[src/rtl/skt_pkg.sv]
`timescale 1ns / 1ps
// Shared types and constants for the sorted key table.
// No dependencies.
package skt_pkg;

  localparam int DEF_CAPACITY = 64;
  localparam int DEF_KEY_BITS = 32;

  localparam int KEY_IN_W = 32;
  localparam int STATUS_W = 3;
  localparam int POS_W    = 7;

  localparam logic MODE_INSERT = 1'b0;
  localparam logic MODE_ERASE  = 1'b1;

  typedef enum logic [STATUS_W-1:0] {
    ST_INSERTED  = 3'd0,
    ST_DUPLICATE = 3'd1,
    ST_FULL      = 3'd2,
    ST_ERASED    = 3'd3,
    ST_NOT_FOUND = 3'd4
  } status_t;

  // Row-wide control broadcast to every cell
  typedef struct packed {
    logic cmp;
    logic ins;
    logic del;
  } skt_ctl_t;

endpackage

[src/rtl/skt_pos_enc.sv]
`timescale 1ns / 1ps
// Turns the row's one-hot boundary into a position and a hit flag.
// Depends on skt_pkg.
module skt_pos_enc #(
  parameter int CAPACITY = skt_pkg::DEF_CAPACITY,
  parameter int CAP_W    = 7
) (
  input  logic [CAPACITY-1:0] at_pos,
  input  logic [CAPACITY-1:0] eq,
  output logic [CAP_W-1:0]    pos,
  output logic                hit
);
  import skt_pkg::*;

  logic [CAP_W-1:0] enc;

  always_comb begin
    enc = '0;
    for (int i = 0; i < CAPACITY; i++) begin
      if (at_pos[i]) enc = enc | CAP_W'(i);
    end
    pos = (|at_pos) ? enc : CAP_W'(CAPACITY);
    hit = |(at_pos & eq);
  end

endmodule

[config.mk]
export PLATFORM = sky130hd
export DESIGN_NAME = skt_pos_enc
export DESIGN_NICKNAME = d
export VERILOG_FILES = /design/src/rtl/skt_pkg.sv /design/src/rtl/skt_pos_enc.sv
export SDC_FILE = /design/constraint.sdc
export NUM_CORES = 1
export LEC_CHECK = 0
export BUFFER_PORTS_ARGS = -buffer_cell sky130_fd_sc_hd__buf_2
export CORE_AREA = 2 2 53 55
export DETAILED_ROUTE_END_ITERATION = 8
export DIE_AREA = 0 0 55 57
export PLACE_DENSITY = 0.84
export SYNTH_ARGS = -nofsm -noshare
export SYNTH_HDL_FRONTEND = slang
export SYNTH_SLANG_ARGS = --single-unit
[constraint.sdc]
create_clock -name vclk -period 3.6
set_input_delay 0.36 -clock vclk [all_inputs]
set_output_delay 0.36 -clock vclk [all_outputs]
set_load 0.01 [all_outputs]
==> out/results.ini, run 1 <==
[floorplan]
dieArea_um2 = 3135
die-height_um = 57
die_w_um = 55
start_util_pct = 23.97
core_um2 = 2615
ioPinCount = 136
num_rows = 19

[finish]
final_cell_mix = buf_2, nor4_1, a221oi_1
nNetsFinal = 357
drive_gt1_share_pct = 60.79
synthToLayoutAreaGrowth_pct = 114.8
clock_buffers = 0
layout.area.seq_um2 = 0
flops_and_latches = 0
diodes = 0
layout_commonest_cell = buf_2
final_area_um2 = 1346
instances_no_fill = 258

[min_path]
hp-class = in -> out
holdPathEnd = pos[2]
hold_depth = 4
hp-start = at_pos[4]

[setup_path]
critical_path_class = in -> out
crit_start = at_pos[28]
arrival_ns = 1.88
crit_required_ns = 3.24
cp_num_cells = 6
max_stage_delay_ns = 0.42
crit_path_end_kind = output pin
cpMostUsedCell = buf_2
critical_path_buf_inv_count = 2
slowest_stage = or3_2
path_cells = buf_2 > nor4_1 > nand4_1 > nand4b_1 > or3_2 > buf_2
crit_family = simple AND/OR/NAND/NOR gates
cp_max_fo = 2
crit_path_start_kind = primary input

[timing]
final_max_slew_viol_count = 0
max_slew_margin_pct = 64.65
setup_viol = 0
rsz0062_at_grt = no
tns_ns = 0
worst_pin_slew_ns = 0.5254
finalCritPeriodShare_pct = 62.24
fmax_mhz = 446.3
finalHoldViolCount = 0
period_needed_ns = 2.241

[grt]
antenna_found_initial = 0
track_usage_pct = 27.65
grt_overflow = 0
grt_pass1_vias = 1444
grt_pass1_wl_um = 6465
grt_max_degree = 6

[power]
p_total_mw = 0.1324
p_leak_nw = 0.6502
ir_drop_v = 0.00006156
power_frac_seq_pct = 0
comb_power_share_pct = 100.0
p_switching_mw = 0.05974
swShare_pct = 45.13
power_per_cell_area_nw_per_um2 = 98.31
p_clk_share_pct = 0
internal-power_mw = 0.07262

[yosys]
yosys.area_share.simple_pct = 55.09
netlist.area_leader.share_pct = 22.36
synthTopCellsByArea = a221oi_1, a22o_1, nor4_1, nand4_1, or4_1
synth_top_family_by_area = simple AND/OR/NAND/NOR gates
seq_area_frac_synth_pct = 0
synth_xor_area_share_pct = 0
yosys_warnings = 0
synthMuxAreaShare_pct = 0
synthCells = 91
synth.distinct_cells = 14
synth_top_area_cell = a221oi_1
synth.avg_cell_area_um2 = 6.888
yosys.area_share.adder_pct = 0
syn-num-nets = 219
synth_compound_area_share_pct = 44.91
syn-cell-area_um2 = 626.9

[cts]
cts_hold_buffers = 0
cts_setup_buffers = 0
ctsResizeCount = 0

[place]
place_area_um2 = 1346
dp_hpwl_um = 4228
portBuffers = 136
gp_congestion = 0.9308
dpl.cell_count = 258

[route]
routed_wl_um = 4623
via_count = 1533
detail_route.vias_per_cell = 5.942
drt_iter0_markers = 72
drt-wirelength-per-cell_um = 17.92
drtAntennaViolNets = 0
drc = 0
drtPass1Iterations = 4

[run_status]
outcome = completed

[flow_run]
cap_violations = 0

logic make-up after synthesis:
family and count (synthesis):
AND/OR/NAND/NOR 59, AO/OA/AOI/OAI 32
power by group through the flow:
stage | registers, mW | logic, mW | clock network [mW]
after detailed placement | 0 | 0.131 | 0
final | 0 | 0.132 | 0
after global placement | 0 | 0.130 | 0
after CTS | 0 | 0.131 | 0
after global routing | 0 | 0.144 | 0
after floorplan | 0 | 0.0329 | 0
cell usage after synthesis:
cell type and n:
nor4_1 21, a221oi_1 16, a22o_1 15, nand4_1 9, nor2_1 6, nor3_1 6, nand3_1 5, or4_1 5
nand2_1 2, or3_1 2, a22o_2 1, nand2b_1 1, nand4b_1 1, or3_2 1
how the worst max path moves through the flow:
| stage | slack [ns] | endpoint |
|---|---|---|
| final | 1.36 | pos[3] |
| after global routing | 1.21 | pos[3] |
| after detailed placement | 1.38 | pos[3] |
| after global placement | 1.38 | pos[3] |
| after CTS | 1.38 | pos[3] |
| after floorplan | 1.70 | pos[6] |
layout make-up:
| type | count | area [µm²] |
|---|---|---|
| multi-input combinational | 91 | 626.9 |
| tap | 31 | 38.79 |
| timing repair buffer | 136 | 680.7 |
| fill | 299 | 1269 |
worst min-delay path: stages:
cell and delay, ns:
buf_2 0.10, nor4_1 0.05, nand3_1 0.07, buf_2 0.13
metal layers:
metal,global-route usage [%],routed length [µm],vias to the layer above,share of wire (%)
li1,-,-,718,-
met1,34.13,1671,700,36
met2,50.51,2348,108,51
met3,3.665,557,7,12
met4,3.833,46,0,1.0
met5,0,0,-,0
metrics by stage:
| stage | setup WS, ns | hold WS, ns | util [%] |
|---|---|---|---|
| 5_1_grt | 1.215 | 1.106 | 51.48 |
| 3_3_place_gp | 1.375 | 1.085 | 51.48 |
| 6_report | 1.360 | 1.079 | 51.48 |
| 3_5_place_dp | 1.385 | 1.075 | 51.48 |
| 4_1_cts | 1.382 | 1.079 | 51.48 |
| 2_1_floorplan | 1.704 | 0.8413 | - |
Power figures use the tool's default switching activity.
==> run 2: changes to the inputs <==
CORE_AREA = not set   (was 2 2 53 55)
CORE_MARGIN = 2   (was not set)
CORE_UTILIZATION = 25   (was not set)
DIE_AREA = not set   (was 0 0 55 57)
PLACE_DENSITY = 0.86   (was 0.84)
clock period = 2.11 ns   (was 3.6 ns; I/O delays follow)
==> out/results.ini, run 2 (synthesis gave the netlist of run 1 again) <==
[run_status]
outcome = completed  ; unchanged

[finish]
layout_commonest_cell = buf_2  ; unchanged
final_cell_mix = buf_2, nor4_1, a221oi_1  ; unchanged
flops_and_latches = 0  ; unchanged
layout.area.seq_um2 = 0  ; unchanged
nFillCells = 258  ; was 299
drive_gt1_share_pct = 60.79  ; unchanged
synthToLayoutAreaGrowth_pct = 114.6  ; was 114.8%
clock_buffers = 0  ; unchanged
instances_no_fill = 257  ; was 258
diodes = 0  ; unchanged
nNetsFinal = 357  ; unchanged

[timing]
rsz0062_at_grt = no  ; unchanged
finalHoldViolCount = 0  ; unchanged
period_needed_ns = 1.936
fin_ws_ns = 0.1739  ; was 1.360 ns
final_max_slew_viol_count = 0  ; unchanged
fmax_mhz = 516.5
setup_viol = 0  ; unchanged
max_slew_margin_pct = 67.36  ; was 64.65%
finalCritPeriodShare_pct = 91.76
worst_pin_slew_ns = 0.4852  ; was 0.5254 ns
tns_ns = 0  ; unchanged

[power]
p_leak_nw = 0.6502  ; unchanged
ir_drop_v = 0.0001043  ; was 0.00006156 V
power_per_cell_area_nw_per_um2 = 167.4  ; was 98.31 nW/µm²
p_total_mw = 0.2252  ; was 0.1324 mW

[cts]
ctsResizeCount = 0  ; unchanged
cts_setup_buffers = 0  ; unchanged
cts_hold_buffers = 0  ; unchanged

[place]
dp_hpwl_um = 4045  ; was 4228 µm
portBuffers = 136  ; unchanged
gp_congestion = 0.9887  ; was 0.9308
pre_cts_slack_ns = 0.1907  ; was 1.385 ns
dpl.cell_count = 257  ; was 258

[route]
routed_wl_um = 4448  ; was 4623 µm
drtAntennaViolNets = 0  ; unchanged
drt_iter0_markers = 56  ; was 72
drc = 0  ; unchanged
detail_route.vias_per_cell = 5.883  ; was 5.942
drt-wirelength-per-cell_um = 17.31  ; was 17.92 µm
via_count = 1512  ; was 1533
drtPass1Iterations = 4  ; unchanged

[grt]
grt_pass1_wl_um = 6065  ; was 6465 µm
grt_max_degree = 6  ; unchanged
grt_overflow = 0  ; unchanged
track_usage_pct = 28.37  ; was 27.65%
grt_pass1_vias = 1355  ; was 1444
antenna_found_initial = 0  ; unchanged

[setup_path]
crit_start = at_pos[59]  ; was at_pos[28]
crit_end = pos[3]  ; unchanged
crit_required_ns = 1.90  ; was 3.24 ns
crit_path_start_kind = primary input  ; unchanged
critical_path_class = in -> out  ; unchanged
arrival_ns = 1.73  ; was 1.88 ns
crit_path_end_kind = output pin  ; unchanged
cp_max_fo = 3  ; was 2

[floorplan]
die_w_um = 54.08  ; was 55 µm
ioPinCount = 136  ; unchanged
dieArea_um2 = 2924  ; was 3135 µm²
core_um2 = 2432  ; was 2615 µm²
num_rows = 18  ; was 19
die-height_um = 54.08  ; was 57 µm
start_util_pct = 25.77  ; was 23.97%

[min_path]
hp-class = in -> out  ; unchanged

[flow_run]
cap_violations = 0  ; unchanged

[run 2: cell counts in the layout (fill, tap and decap cells not counted)]
Identical to the previous run, type by type.
[run 2: worst min-delay path by stage]
| stage | from | endpoint | slack (ns) | depth (start not counted) |
|---|---|---|---|---|
| floorplan | at_pos[37] | pos[2] | 0.54 | 2 |
| global placement | at_pos[61] | pos[2] | 0.77 | 4 |
| detailed placement | at_pos[61] | pos[2] | 0.76 | 4 |
| CTS | at_pos[61] | pos[2] | 0.76 | 4 |
| global route | at_pos[61] | pos[2] | 0.78 | 4 |
| finish | at_pos[61] | pos[2] | 0.76 | 4 |
[run 2: final cells by class]
cell class,instances,area [µm²],area share (%)
Multi-Input combinational cell,91,626.9,46.60
Timing Repair Buffer,136,680.7,50.60
Tap cell,30,37.54,2.791
[run 2: metrics by stage]
step | hold slack (ns) | area [µm²] | utilization, %
6_report | 0.7632 | 1345 | 55.30
5_1_grt | 0.7806 | 1345 | 55.30
4_1_cts | 0.7636 | 1345 | 55.30
3_5_place_dp | 0.7595 | 1345 | 55.30
3_3_place_gp | 0.7730 | 1345 | 55.30
2_1_floorplan | 0.5433 | 626.9 | -
[run 2: metal layers]
metal	track usage [%]	share of wire, %	vias to the layer above
met2	51.42	50	91
met4	6.250	0.92	0
met5	0	0	-
met1	35.29	39	698
met3	3.611	9.9	4
li1	-	-	719
[run 2: where the power goes]
group	internal (mW)	switching [mW]	leakage, nW
logic	0.124	0.101	0.650
clock network	0	0	0
registers	0	0	0
total	0.124	0.101	0.650
[run 2: worst max-delay path: stages]
cell and delay, ns:
buf_2 0.12, nor4_1 0.41, nand4_1 0.17, nand4b_1 0.24, or3_2 0.42, buf_2 0.16
==> run 3: changes to the inputs <==
--- a/config.mk
+++ b/config.mk
@@ -10,5 +10,7 @@
 export CORE_UTILIZATION = 25
 export DETAILED_ROUTE_END_ITERATION = 8
+export GPL_TIMING_DRIVEN = 0
 export PLACE_DENSITY = 0.86
+export SETUP_SLACK_MARGIN = 0.05
 export SYNTH_ARGS = -nofsm -noshare
 export SYNTH_HDL_FRONTEND = slang
==> constraint.sdc (replaced) <==
create_clock -name vclk -period 2.11
set_input_delay 0.211 -clock vclk [all_inputs]
set_output_delay 0.211 -clock vclk [all_outputs]
set_load 0.02 [all_outputs]
==> out/results.ini, run 3 (synthesis gave the netlist of run 1 again) <==
[route]
drc = 0  ; unchanged
drt_iter0_markers = 48  ; was 56
via_count = 1553  ; was 1512
drtAntennaViolNets = 0  ; unchanged
drtPass1Iterations = 4  ; unchanged
drt-wirelength-per-cell_um = 17.43  ; was 17.31 µm
routed_wl_um = 4479  ; was 4448 µm
detail_route.vias_per_cell = 6.043  ; was 5.883

[finish]
layout.area.seq_um2 = 0  ; unchanged
diodes = 0  ; unchanged
flops_and_latches = 0  ; unchanged
synthToLayoutAreaGrowth_pct = 116.6  ; was 114.6%
layout_commonest_cell = buf_2  ; unchanged
drive_gt1_share_pct = 61.67  ; was 60.79%
final_cell_mix = buf_2, nor4_1, a221oi_1  ; unchanged
nNetsFinal = 357  ; unchanged
final_area_um2 = 1358  ; was 1345 µm²
clock_buffers = 0  ; unchanged

[timing]
fmax_mhz = 512.2  ; was 516.5 MHz
finalHoldViolCount = 0  ; unchanged
final_max_slew_viol_count = 0  ; unchanged
period_needed_ns = 1.952  ; was 1.936 ns
tns_ns = 0  ; unchanged
holdWs_ns = 0.8066  ; was 0.7632 ns
rsz0062_at_grt = no  ; unchanged
worst_pin_slew_ns = 0.5227  ; was 0.4852 ns
finalCritPeriodShare_pct = 92.52  ; was 91.76%
max_slew_margin_pct = 64.83  ; was 67.36%
setup_viol = 0  ; unchanged

[min_path]
hp-class = in -> out  ; unchanged

[setup_path]
crit_start = at_pos[57]  ; was at_pos[59]
critical_path_class = in -> out  ; unchanged
cp_max_fo = 2  ; was 3
crit_end = pos[3]  ; unchanged
crit_required_ns = 1.90  ; about the same
crit_path_end_kind = output pin  ; unchanged
crit_path_start_kind = primary input  ; unchanged
arrival_ns = 1.74  ; was 1.73 ns

[place]
portBuffers = 136  ; unchanged
gp_congestion = 0.9394  ; was 0.9887
dp_hpwl_um = 4053  ; was 4045 µm
place_area_um2 = 1345  ; unchanged

[grt]
grt_pass1_vias = 1402  ; was 1355
grt_pass1_wl_um = 6072  ; was 6065 µm
antenna_found_initial = 0  ; unchanged
grt_max_degree = 6  ; unchanged
grt_overflow = 0  ; unchanged
track_usage_pct = 28.20  ; was 28.37%

[floorplan]
num_rows = 18  ; unchanged
start_util_pct = 25.77  ; unchanged
die-height_um = 54.08  ; unchanged
dieArea_um2 = 2924  ; unchanged
die_w_um = 54.08  ; unchanged
ioPinCount = 136  ; unchanged
core_um2 = 2432  ; unchanged

[run_status]
outcome = completed  ; unchanged

[power]
p_leak_nw = 0.6511  ; was 0.6502 nW
power_per_cell_area_nw_per_um2 = 166.9  ; was 167.4 nW/µm²
ir_drop_v = 0.0001055  ; was 0.0001043 V

[flow_run]
cap_violations = 0  ; unchanged

[run 3: changes by cell type in the layout (fill, tap and decap cells not counted)]
cell    before  now
nor4_1      21   19
nor4_2       0    2
[run 3: what timing repair did]
| item | 4_1_cts | 5_1_grt |
|---|---|---|
| setup endpoints to repair | 0 | 2 |
| hold endpoints to repair | 0 | 0 |
| hold buffers | 0 | 0 |
| gates resized for setup | 0 | 2 |
| setup buffers | 0 | 0 |
[run 3: worst min-delay path by stage]
stage	startpoint	to	slack (ns)	cells after the start
after global placement	at_pos[54]	pos[4]	0.79	3
after detailed placement	at_pos[37]	pos[2]	0.81	4
after floorplan	at_pos[4]	pos[6]	0.59	3
after CTS	at_pos[37]	pos[2]	0.81	4
after global routing	at_pos[37]	pos[2]	0.84	4
final	at_pos[36]	pos[2]	0.81	4
[run 3: layer usage]
metal	GRT usage [%]	vias to the layer above	part of all wire, %
li1	-	722	-
met1	33.99	726	38
met2	53.05	97	51
met3	1.944	8	10
met4	7.500	0	1.3
met5	0	-	0
[run 3: cell type report]
type | instances | area [µm²]
multi-input combinational | 91 | 639.4
tap | 30 | 37.54
fill | 266 | 1075
timing repair buffer | 136 | 680.7
[run 3: worst max-delay path, cell delays in order]
cell      delay [ns]
buf_2           0.11
nor4_1          0.39
nand4_1         0.17
nand4b_1        0.25
or3_2           0.42
buf_2           0.17
[run 3: metrics by stage]
step	power, mW	instances	util (%)	worst slack (ns)
2_1_floorplan	0.05617	91	-	0.2374
3_3_place_gp	0.2203	257	55.30	0.02616
3_5_place_dp	0.2213	257	55.30	0.09115
4_1_cts	0.2219	257	55.30	0.08803
5_1_grt	0.2463	257	55.81	0.06868
6_report	0.2265	257	55.81	0.1577
[run 3: report_power, final]
part	leakage, nW	internal, mW	switching (mW)
Sequential	0	0	0
Clock	0	0	0
Combinational	0.651	0.124	0.102
