==> src/rtl/skt_pkg.sv <==
`timescale 1ns / 1ps
// Shared types and constants for the sorted key table.
// No dependencies.
package skt_pkg;

  localparam int DEF_CAPACITY = 64;
  localparam int DEF_KEY_BITS = 32;

  localparam int KEY_IN_W = 32;
  localparam int STATUS_W = 3;
  localparam int POS_W    = 7;

  localparam logic MODE_INSERT = 1'b0;
  localparam logic MODE_ERASE  = 1'b1;

  typedef enum logic [STATUS_W-1:0] {
    ST_INSERTED  = 3'd0,
    ST_DUPLICATE = 3'd1,
    ST_FULL      = 3'd2,
    ST_ERASED    = 3'd3,
    ST_NOT_FOUND = 3'd4
  } status_t;

  // Row-wide control broadcast to every cell
  typedef struct packed {
    logic cmp;
    logic ins;
    logic del;
  } skt_ctl_t;

endpackage

==> src/rtl/skt_cell.sv <==
`timescale 1ns / 1ps
// One slot of the sorted row: stored key, compare flags and shift mux.
// Depends on skt_pkg.
module skt_cell #(
  parameter int KEY_BITS = skt_pkg::DEF_KEY_BITS,
  parameter int CAP_W    = 7,
  parameter int INDEX    = 0
) (
  input  logic                clk,
  input  skt_pkg::skt_ctl_t   ctl,
  input  logic                signed_order,
  input  logic [CAP_W-1:0]    count,
  input  logic [KEY_BITS-1:0] key,
  input  logic [KEY_BITS-1:0] left_key,
  input  logic [KEY_BITS-1:0] right_key,
  input  logic                left_lt,
  output logic [KEY_BITS-1:0] cell_key,
  output logic                lt,
  output logic                at_pos,
  output logic                eq
);
  import skt_pkg::*;

  logic [KEY_BITS-1:0] key_r, key_nxt;
  logic                lt_r, eq_r;
  logic                occ;
  logic [KEY_BITS-1:0] ord_a, ord_b;

  assign occ   = count > CAP_W'(INDEX);
  assign ord_a = {key_r[KEY_BITS-1] ^ signed_order, key_r[KEY_BITS-2:0]};
  assign ord_b = {key[KEY_BITS-1] ^ signed_order, key[KEY_BITS-2:0]};

  always_comb begin
    key_nxt = key_r;
    if (ctl.ins && !lt_r) begin
      key_nxt = left_lt ? key : left_key;
    end else if (ctl.del && !lt_r) begin
      key_nxt = right_key;
    end
  end

  always_ff @(posedge clk) begin
    key_r <= key_nxt;
    if (ctl.cmp) begin
      lt_r <= occ && (ord_a < ord_b);
      eq_r <= occ && (key_r == key);
    end
  end

  assign cell_key = key_r;
  assign lt       = lt_r;
  assign at_pos   = !lt_r && left_lt;
  assign eq       = eq_r;

endmodule

==> config.mk <==
export PLATFORM = sky130hd
export DESIGN_NAME = skt_cell
export DESIGN_NICKNAME = d
export VERILOG_FILES = /design/src/rtl/skt_pkg.sv /design/src/rtl/skt_cell.sv
export SDC_FILE = /design/constraint.sdc
export NUM_CORES = 1
export LEC_CHECK = 0
export BUFFER_PORTS_ARGS = -buffer_cell sky130_fd_sc_hd__buf_4
export CORE_AREA = 4 4 98 100
export DETAILED_ROUTE_END_ITERATION = 7
export DIE_AREA = 0 0 102 104
export GPL_TIMING_DRIVEN = 0
export PLACE_DENSITY = 0.56
export SLEW_MARGIN = 20
export SYNTH_ARGS = -nofsm -noshare
export SYNTH_HDL_FRONTEND = slang
export SYNTH_SLANG_ARGS = --single-unit
==> constraint.sdc <==
create_clock -name clk -period 3.1 [get_ports clk]
set_input_delay 0.62 -clock clk [delete_from_list [all_inputs] [get_ports clk]]
set_output_delay 0.62 -clock clk [all_outputs]
set_load 0.005 [all_outputs]
==> results of run 1 <==
==> power by group <==
part           internal (mW)  leakage, nW  switching, mW
Sequential             0.569        0.326         0.0254
Combinational          0.241         1.61          0.197
Clock                  0.155       0.0426          0.164
==> critical path, stage by stage <==
cell and delay (ns):
sky130_fd_sc_hd__clkbuf_1 0.31, sky130_fd_sc_hd__buf_2 0.38, sky130_fd_sc_hd__nor2b_1 0.17, sky130_fd_sc_hd__buf_4 0.11
==> metrics by stage <==
step                setup TNS [ns]  setup WS, ns  hold slack (ns)  utilization  std cells
floorplan                        0         0.660            0.732            -        265
global placement             -8.43        -0.265            0.830        0.433        515
detailed placement               0         0.742            0.788        0.437        516
CTS                              0         0.838            0.525        0.447        524
global route                     0         0.811            0.525        0.447        524
finish                           0         0.879            0.539        0.447        524
==> layer usage <==
| metal | vias up | global-route usage |
|---|---|---|
| met5 | - | 0 |
| met4 | 0 | 0.0328 |
| met3 | 8 | 0.0449 |
| met2 | 92 | 0.226 |
| met1 | 1074 | 0.184 |
| li1 | 1250 | - |
==> cell type report <==
class                      instances  area [um^2]
inverter                          32          120
timing repair buffer             143         1090
multi-input combinational        188         1380
clock inverter                     2         8.76
clock buffer                       6         72.6
buffer                            11         45.0
fill                             893         4800
sequential                        34         1020
tap                              108          135
==> cell families after synthesis <==
logic type,share of synthesized area
AO/OA/AOI/OAI,0.129
flip-flops,0.399
adder cells (fa/ha/maj),0.152
multiplexers,0.125
buffers and inverters,0.0645
AND/OR/NAND/NOR,0.131
==> layout by cell type, fill, tap and decap left out, types with 3 or more instances in the layout <==
cell type / instances
sky130_fd_sc_hd__clkbuf_1: 9
sky130_fd_sc_hd__ha_1: 31
sky130_fd_sc_hd__buf_2: 3
sky130_fd_sc_hd__inv_1: 32
sky130_fd_sc_hd__nand4_1: 3
sky130_fd_sc_hd__clkbuf_8: 5
sky130_fd_sc_hd__a21oi_1: 13
sky130_fd_sc_hd__buf_4: 142
sky130_fd_sc_hd__edfxtp_1: 34
sky130_fd_sc_hd__nor2_1: 5
sky130_fd_sc_hd__nand2_1: 41
sky130_fd_sc_hd__mux2i_1: 32
sky130_fd_sc_hd__o21ai_0: 36
==> worst paths after layout <==
path	slack, ns	endpoint	from
max reg2reg	1.09	lt$_DFFE_PP_	cell_key[30]$_DFFE_PP_
min	0.54	lt$_DFFE_PP_	ctl[2]
min reg2reg	0.79	cell_key[9]$_DFFE_PP_	lt$_DFFE_PP_
max	0.88	at_pos	left_lt
==> flip-flops by register name, summed over array words and instances, names as in the netlist <==
name	count
eq	1
cell_key	32
lt	1
==> impl_metrics.json, run 1 <==
{
  "hold_path_depth": 1,
  "cts_tree": "yes",
  "r2r_cells": 5,
  "die_area_um2": 10600,
  "hold_viol_final": 0,
  "setup_repair_after_global_routing_missed_its_margin": "no",
  "post_synth_edffs": 34,
  "synthMostInstantiatedCell": "sky130_fd_sc_hd__nand2_1",
  "crit_required_ns": 2.48,
  "synthesis.yosys.warnings": 0,
  "firstDrtPassIters": 4,
  "max-clock-path-buffers": 2,
  "detailroute.wirelength.met2_mm": 3.45,
  "place_area_um2": 3800,
  "synth_area_leader_cell": "sky130_fd_sc_hd__edfxtp_1",
  "floorplan.initialDensity": 0.295,
  "clkSinkCount": 34,
  "cts_setup_buffers": 0,
  "leading_cell_types_by_count_after_synthesis": "sky130_fd_sc_hd__nand2_1 (41), sky130_fd_sc_hd__o21ai_0 (36), sky130_fd_sc_hd__edfxtp_1 (34)",
  "numCtsBuffers": 5,
  "syn-instance-count": 265,
  "die-width_um": 102,
  "drt-vias-per-instance": 4.63,
  "clkLatencyLatePin_ns": 0.29,
  "number_of_nets_produced_by_synthesis": 405,
  "synth_seq_cells": 34,
  "drive_gt1_frac": 0.380,
  "wl_mm": 7.64,
  "grt_pass1_wl_mm": 12.0,
  "endpoint_kind": "output port",
  "grt.overflow.total": 0,
  "portBuffers": 142,
  "p_leak_nw": 1.98,
  "maxCapViolCount": 0,
  "run_status": "finished, final reports clean",
  "synth.avg_cell_area_um2": 9.66,
  "ios": 144,
  "fp.dieH_um": 104,
  "grt_start_max_net_pins": 18,
  "clock.fmax_mhz": 450,
  "detailroute.via_count": 2424,
  "synthTopCellsByArea": "sky130_fd_sc_hd__edfxtp_1 (40%), sky130_fd_sc_hd__ha_1 (15%), sky130_fd_sc_hd__mux2i_1 (13%), sky130_fd_sc_hd__o21ai_0 (7.0%), sky130_fd_sc_hd__nand2_1 (6.0%)",
  "synthFlopType": "sky130_fd_sc_hd__edfxtp_1",
  "final_area_um2": 3880,
  "post-route-drc-count": 0,
  "syn_to_final_growth_pct": 51.5,
  "worstPathMaxFanout": 10,
  "async_reset_ff_frac": 0,
  "routed_wire_length_per_instance_um": 14.6,
  "detailroute.wirelength.met3_um": 718,
  "h-tree-depth": 2,
  "post_synth_instance_area_um2": 2560,
  "top_layer_used": "met4",
  "fin_crit_ns": 2.22,
  "setup_violations": 0,
  "antenna-diode-count": 0,
  "tightestPinTransition_ns": 0.590,
  "core_area_um2": 8680,
  "skew_ns": 0.00803,
  "num-nets-final": 555,
  "seq_area_frac_synth": 0.399,
  "timing.slew.headroom": 0.606,
  "criticalPathCategory": "input pin to output port",
  "postRouteAntennaNets": 0,
  "total_power_mw": 1.35,
  "worst_ep_arrival_time_ns": 1.60,
  "initial_drt_markers": 45,
  "hold_buffers": 0,
  "yosysUniqueCellTypes": 30,
  "vdd_ir_drop_max_uv": 132,
  "power_density_nw_per_um2": 348,
  "place.gp.congestion": 0.765,
  "min_path_type": "input pin to register",
  "cts.repair.resized": 0,
  "initial_antenna_violation_count": 0,
  "global_route.usage.total": 0.141,
  "timing.final.max_slew_violations": 0,
  "dpl.hpwl_mm": 6.37,
  "timing.final.crit_share": 0.717,
  "core.rowCount": 34,
  "drt-met1-wl_mm": 3.38,
  "cts_root_buf": "sky130_fd_sc_hd__clkbuf_8",
  "grt_pass1_vias": 2486,
  "clock_slew_at_reported_path_ffs_ns": 0.07,
  "startpoint_type": "input pin",
  "synth_largest_type_area_fraction": 0.399
}
Note: power is estimated with default switching activity, not from simulation.
==> inputs of run 2 (changes only) <==
==> constraint.sdc (replaced) <==
create_clock -name clk -period 2.16 [get_ports clk]
set_input_delay 0.432 -clock clk [delete_from_list [all_inputs] [get_ports clk]]
set_output_delay 0.432 -clock clk [all_outputs]
set_load 0.005 [all_outputs]
==> run 2 against run 1 <==
Against the previous run: clock power up 44%; hold slack got worse by 0.18 ns; total power is 44% higher; worst setup slack lost 0.72 ns; critical path type is now register to register; largest cell class unchanged; highest routed layer unchanged.
==> impl_metrics.json, run 2 (synthesis results as in run 1) <==
{
  "clkPwrFrac": 0.236,
  "internal_power_mw": 1.38,
  "core.rowCount": 34,
  "cts_tree": "yes",
  "routed_wire_length_per_instance_um": 14.9,
  "skew_ns": 0.00677,
  "clock_slew_at_reported_path_ffs_ns": 0.07,
  "drt-vias-per-instance": 4.65,
  "maxCapViolCount": 0,
  "timing.slew.headroom": 0.620,
  "seq_pwr_share": 0.439,
  "core_area_um2": 8680,
  "numCtsBuffers": 5,
  "grt_start_max_net_pins": 18,
  "ios": 144,
  "startpoint_type": "register",
  "global_route.usage.total": 0.143,
  "worst_ep_arrival_time_ns": 2.03,
  "portBuffers": 142,
  "layout.cells.most_common": "sky130_fd_sc_hd__buf_4",
  "final_core_util": 0.447,
  "clkSinkCount": 34,
  "switching_share": 0.291,
  "stdcell_count": 524,
  "p_leak_nw": 1.98,
  "postRouteAntennaNets": 0,
  "crit_required_ns": 2.20,
  "pre_cts_ws_ns": 0.00796,
  "die-width_um": 102,
  "timing.final.ws_setup_ns": 0.163,
  "number_of_placed_instances_taps_included": 516,
  "firstDrtPassIters": 4,
  "endpoint_kind": "register",
  "antenna-diode-count": 0,
  "cts_root_buf": "sky130_fd_sc_hd__clkbuf_8",
  "detailroute.via_count": 2437,
  "timing.final.max_slew_violations": 0,
  "cts_setup_buffers": 0,
  "combinationalPowerShare": 0.325,
  "place.gp.congestion": 0.759,
  "drive_gt1_frac": 0.377,
  "grt_pass1_wl_mm": 12.1,
  "clkLatencyLatePin_ns": 0.28,
  "timing.final.crit_share": 0.925,
  "fin_crit_ns": 2.00,
  "total_power_mw": 1.94,
  "hold_viol_final": 0,
  "die_area_um2": 10600,
  "setup_violations": 0,
  "criticalPathCategory": "register to register",
  "run_status": "finished, final reports clean",
  "h-tree-depth": 2,
  "fillerInstances": 870,
  "p_switching_mw": 0.566,
  "min_path_type": "input pin to register",
  "initial_drt_markers": 50,
  "dpl.hpwl_mm": 6.43,
  "grt.overflow.total": 0,
  "initial_antenna_violation_count": 0,
  "largest_register_ffs": 32,
  "post-route-drc-count": 0,
  "syn_to_final_growth_pct": 51.4,
  "wl_mm": 7.80,
  "tightestPinTransition_ns": 0.556,
  "vdd_ir_drop_max_uv": 212,
  "floorplan.initialDensity": 0.295,
  "hold_buffers": 0,
  "power_density_nw_per_um2": 501,
  "worstPathMaxFanout": 3,
  "max-clock-path-buffers": 2,
  "num-nets-final": 555,
  "setup_repair_after_global_routing_missed_its_margin": "no",
  "grt_pass1_vias": 2490,
  "layout.cells.most_common_list": "sky130_fd_sc_hd__buf_4 (142), sky130_fd_sc_hd__nand2_1 (41), sky130_fd_sc_hd__o21ai_0 (36)",
  "cts.repair.resized": 0,
  "fp.dieH_um": 104,
  "clock.fmax_mhz": 501,
  "fin_hold_ws_ns": 0.355
}
## run 2: changes by cell type in the layout (fill, tap and decap cells not counted)
cell,delta
sky130_fd_sc_hd__clkbuf_1,-1
sky130_fd_sc_hd__clkinv_2,-1
sky130_fd_sc_hd__clkinv_1,+2
## run 2: area by class of cell
| cell class | count | area (um^2) | share of cell area |
|---|---|---|---|
| Multi-Input combinational cell | 188 | 1380 | 0.356 |
| Timing Repair Buffer | 143 | 1090 | 0.282 |
| Sequential cell | 34 | 1020 | 0.263 |
| Tap cell | 108 | 135 | 0.0349 |
| Inverter | 32 | 120 | 0.0310 |
| Clock buffer | 5 | 68.8 | 0.0178 |
| Buffer | 11 | 45.0 | 0.0116 |
| Clock inverter | 3 | 11.3 | 0.00291 |
## run 2: through the flow
| stage | setup TNS, ns | cell area, um^2 |
|---|---|---|
| 4_1_cts | 0 | 3880 |
| 3_5_place_dp | 0 | 3800 |
| 2_1_floorplan | 0 | 2560 |
| 3_3_place_gp | -4.01 | 3760 |
| 5_1_grt | 0 | 3880 |
| 6_report | 0 | 3880 |
## run 2: critical path, stage by stage, from the launching register on
cell                       delay, ns
sky130_fd_sc_hd__edfxtp_1       0.39
sky130_fd_sc_hd__ha_1           0.34
sky130_fd_sc_hd__nand3b_4       0.09
sky130_fd_sc_hd__or4_4          0.54
sky130_fd_sc_hd__nand3b_4       0.17
sky130_fd_sc_hd__o211a_1        0.23
## run 2: worst paths after layout
path,start,endpoint,slack [ns],depth (start not counted)
setup / recovery,cell_key[30]$_DFFE_PP_,lt$_DFFE_PP_,0.16,5
hold / removal,ctl[2],lt$_DFFE_PP_,0.36,1
setup reg to reg,cell_key[30]$_DFFE_PP_,lt$_DFFE_PP_,0.16,5
hold reg to reg,lt$_DFFE_PP_,cell_key[9]$_DFFE_PP_,0.80,1
## run 2: layer usage
metal  up-vias  part of all wire  global-route usage  routed length, um
met2        92              0.48               0.234               3740
met3         8             0.072              0.0309                560
met5         -                 0                   0                  0
met1      1089              0.43               0.187               3390
li1       1248                 -                   -                  -
met4         0             0.014              0.0394                107
## run 2: power by group through the flow
stage / registers (mW) / clock network (mW) / logic (mW)
after floorplan: 0.869 / 0 / 0.279
after global placement: 0.867 / 0 / 0.619
after detailed placement: 0.868 / 0 / 0.642
after CTS: 0.854 / 0.486 / 0.645
after global routing: 0.861 / 0.510 / 0.711
final: 0.853 / 0.458 / 0.632
==> inputs of run 3 (changes only) <==
--- a/config.mk
+++ b/config.mk
@@ -6,11 +6,11 @@
 export NUM_CORES = 1
 export LEC_CHECK = 0
 export BUFFER_PORTS_ARGS = -buffer_cell sky130_fd_sc_hd__buf_4
-export CORE_AREA = 4 4 98 100
+export CORE_AREA = 4 4 81 83
 export DETAILED_ROUTE_END_ITERATION = 7
-export DIE_AREA = 0 0 102 104
+export DIE_AREA = 0 0 85 87
 export GPL_TIMING_DRIVEN = 0
-export PLACE_DENSITY = 0.56
+export PLACE_DENSITY = 0.78
 export SLEW_MARGIN = 20
 export SYNTH_ARGS = -nofsm -noshare
 export SYNTH_HDL_FRONTEND = slang
==> run 3 against run 2 <==
Against the previous run: via count is 2.8% higher; clock skew is 0.0012 ns higher; global-route usage is 6.1 points higher; non-clock buffer count is the same; wire length fell by 3.2%; maximum frequency down 0.41%; worst setup slack worse by 0.0081 ns; sequential cell count unchanged; hold slack got worse by 0.013 ns; die area shrank 30%; sequential power is essentially flat; combinational power hardly changed; critical path type unchanged; critical endpoint unchanged; highest routed layer unchanged.
==> impl_metrics.json, run 3 (synthesis results as in run 1) <==
{
  "run_status": "finished, final reports clean",
  "syn_to_final_growth_pct": 49.8,
  "clkLatencyLatePin_ns": 0.29,
  "wl_mm": 7.55,
  "multi_input_area_um2": 1380,
  "clock_slew_at_reported_path_ffs_ns": 0.08,
  "seq_area_um2": 1020,
  "endpoint_kind": "register",
  "hold_viol_final": 0,
  "num-nets-final": 555,
  "core.rowCount": 28,
  "clock.fmax_mhz": 499,
  "floorplan.initialDensity": 0.438,
  "initial_drt_markers": 87,
  "worst_ep_arrival_time_ns": 2.06,
  "hold_buffers": 0,
  "timing.final.crit_share": 0.928,
  "cts_setup_buffers": 0,
  "postRouteAntennaNets": 0,
  "dpl.hpwl_mm": 6.23,
  "drt-vias-per-instance": 5.10,
  "ios": 144,
  "grt_start_max_net_pins": 21,
  "max-clock-path-buffers": 2,
  "cts_root_buf": "sky130_fd_sc_hd__clkbuf_8",
  "setup_violations": 0,
  "criticalPathCategory": "register to register",
  "largest_register_ffs": 32,
  "portBuffers": 142,
  "place.gp.congestion": 0.793,
  "skew_ns": 0.00795,
  "cts.repair.resized": 0,
  "worstPathMaxFanout": 3,
  "initial_antenna_violation_count": 0,
  "antenna-diode-count": 0,
  "fp.dieH_um": 87,
  "die_area_um2": 7400,
  "layout.cells.most_common_list": "sky130_fd_sc_hd__buf_4 (142), sky130_fd_sc_hd__nand2_1 (41), sky130_fd_sc_hd__o21ai_0 (36)",
  "total_power_mw": 1.95,
  "detailroute.via_count": 2506,
  "min_path_type": "input pin to register",
  "cts_tree": "yes",
  "firstDrtPassIters": 5,
  "p_leak_nw": 1.98,
  "timing.slew.headroom": 0.589,
  "fillerInstances": 496,
  "die-width_um": 85,
  "startpoint_type": "register",
  "tightestPinTransition_ns": 0.601,
  "grt.overflow.total": 0,
  "stdcell_count": 491,
  "vdd_ir_drop_max_uv": 259,
  "drive_gt1_frac": 0.377,
  "fin_crit_ns": 2.01,
  "core_area_um2": 5850,
  "post-route-drc-count": 0,
  "grt_pass1_wl_mm": 12.0,
  "maxCapViolCount": 0,
  "layout.cells.most_common": "sky130_fd_sc_hd__buf_4",
  "setup_repair_after_global_routing_missed_its_margin": "no",
  "power_density_nw_per_um2": 508,
  "h-tree-depth": 2,
  "clkSinkCount": 34,
  "routed_wire_length_per_instance_um": 15.4,
  "timing.final.max_slew_violations": 0,
  "global_route.usage.total": 0.204,
  "crit_required_ns": 2.21,
  "number_of_placed_instances_taps_included": 483,
  "numCtsBuffers": 5,
  "grt_pass1_vias": 2656
}
[run 3: cell type report]
type	count	area share
multi-input cells	188	0.360
repair buffers	143	0.285
flip-flops and latches	34	0.266
inverters	32	0.0313
well taps	75	0.0245
clock buffers	5	0.0179
plain buffers	11	0.0117
clock inverters	3	0.00294
[run 3: final timing paths]
path | from | end | slack [ns] | cells past startpoint
hold / removal | ctl[2] | eq$_DFFE_PP_ | 0.34 | 1
setup reg to reg | cell_key[30]$_DFFE_PP_ | lt$_DFFE_PP_ | 0.15 | 5
hold reg to reg | lt$_DFFE_PP_ | cell_key[17]$_DFFE_PP_ | 0.76 | 1
setup / recovery | cell_key[30]$_DFFE_PP_ | lt$_DFFE_PP_ | 0.15 | 5
[run 3: stage by stage]
stage | instance area, um^2 | setup TNS [ns] | hold WS, ns | util | worst slack [ns]
finish | 3830 | 0 | 0.343 | 0.655 | 0.155
global route | 3830 | 0 | 0.332 | 0.655 | 0.0864
CTS | 3830 | 0 | 0.332 | 0.655 | 0.155
detailed placement | 3750 | 0 | 0.643 | 0.642 | 0.0216
global placement | 3720 | -2.91 | 0.641 | 0.636 | -0.0919
floorplan | 2560 | 0 | 0.544 | - | 0.182
[run 3: layer usage]
metal  global-route usage  wire length, um  vias up
li1                     -                -     1251
met1                0.226             2920     1145
met2                0.381             3880       98
met3               0.0473              598       12
met4               0.0691              153        0
met5                    0                0        -
[run 3: critical path, stage by stage, from the launching register on]
cell                       delay [ns]
sky130_fd_sc_hd__edfxtp_1        0.40
sky130_fd_sc_hd__ha_1            0.34
sky130_fd_sc_hd__nand3b_4        0.09
sky130_fd_sc_hd__or4_4           0.55
sky130_fd_sc_hd__nand3b_4        0.17
sky130_fd_sc_hd__o211a_1         0.22
[run 3: power by group]
part	internal [mW]	switching, mW
Combinational	0.347	0.286
Clock	0.216	0.246
Sequential	0.816	0.0375
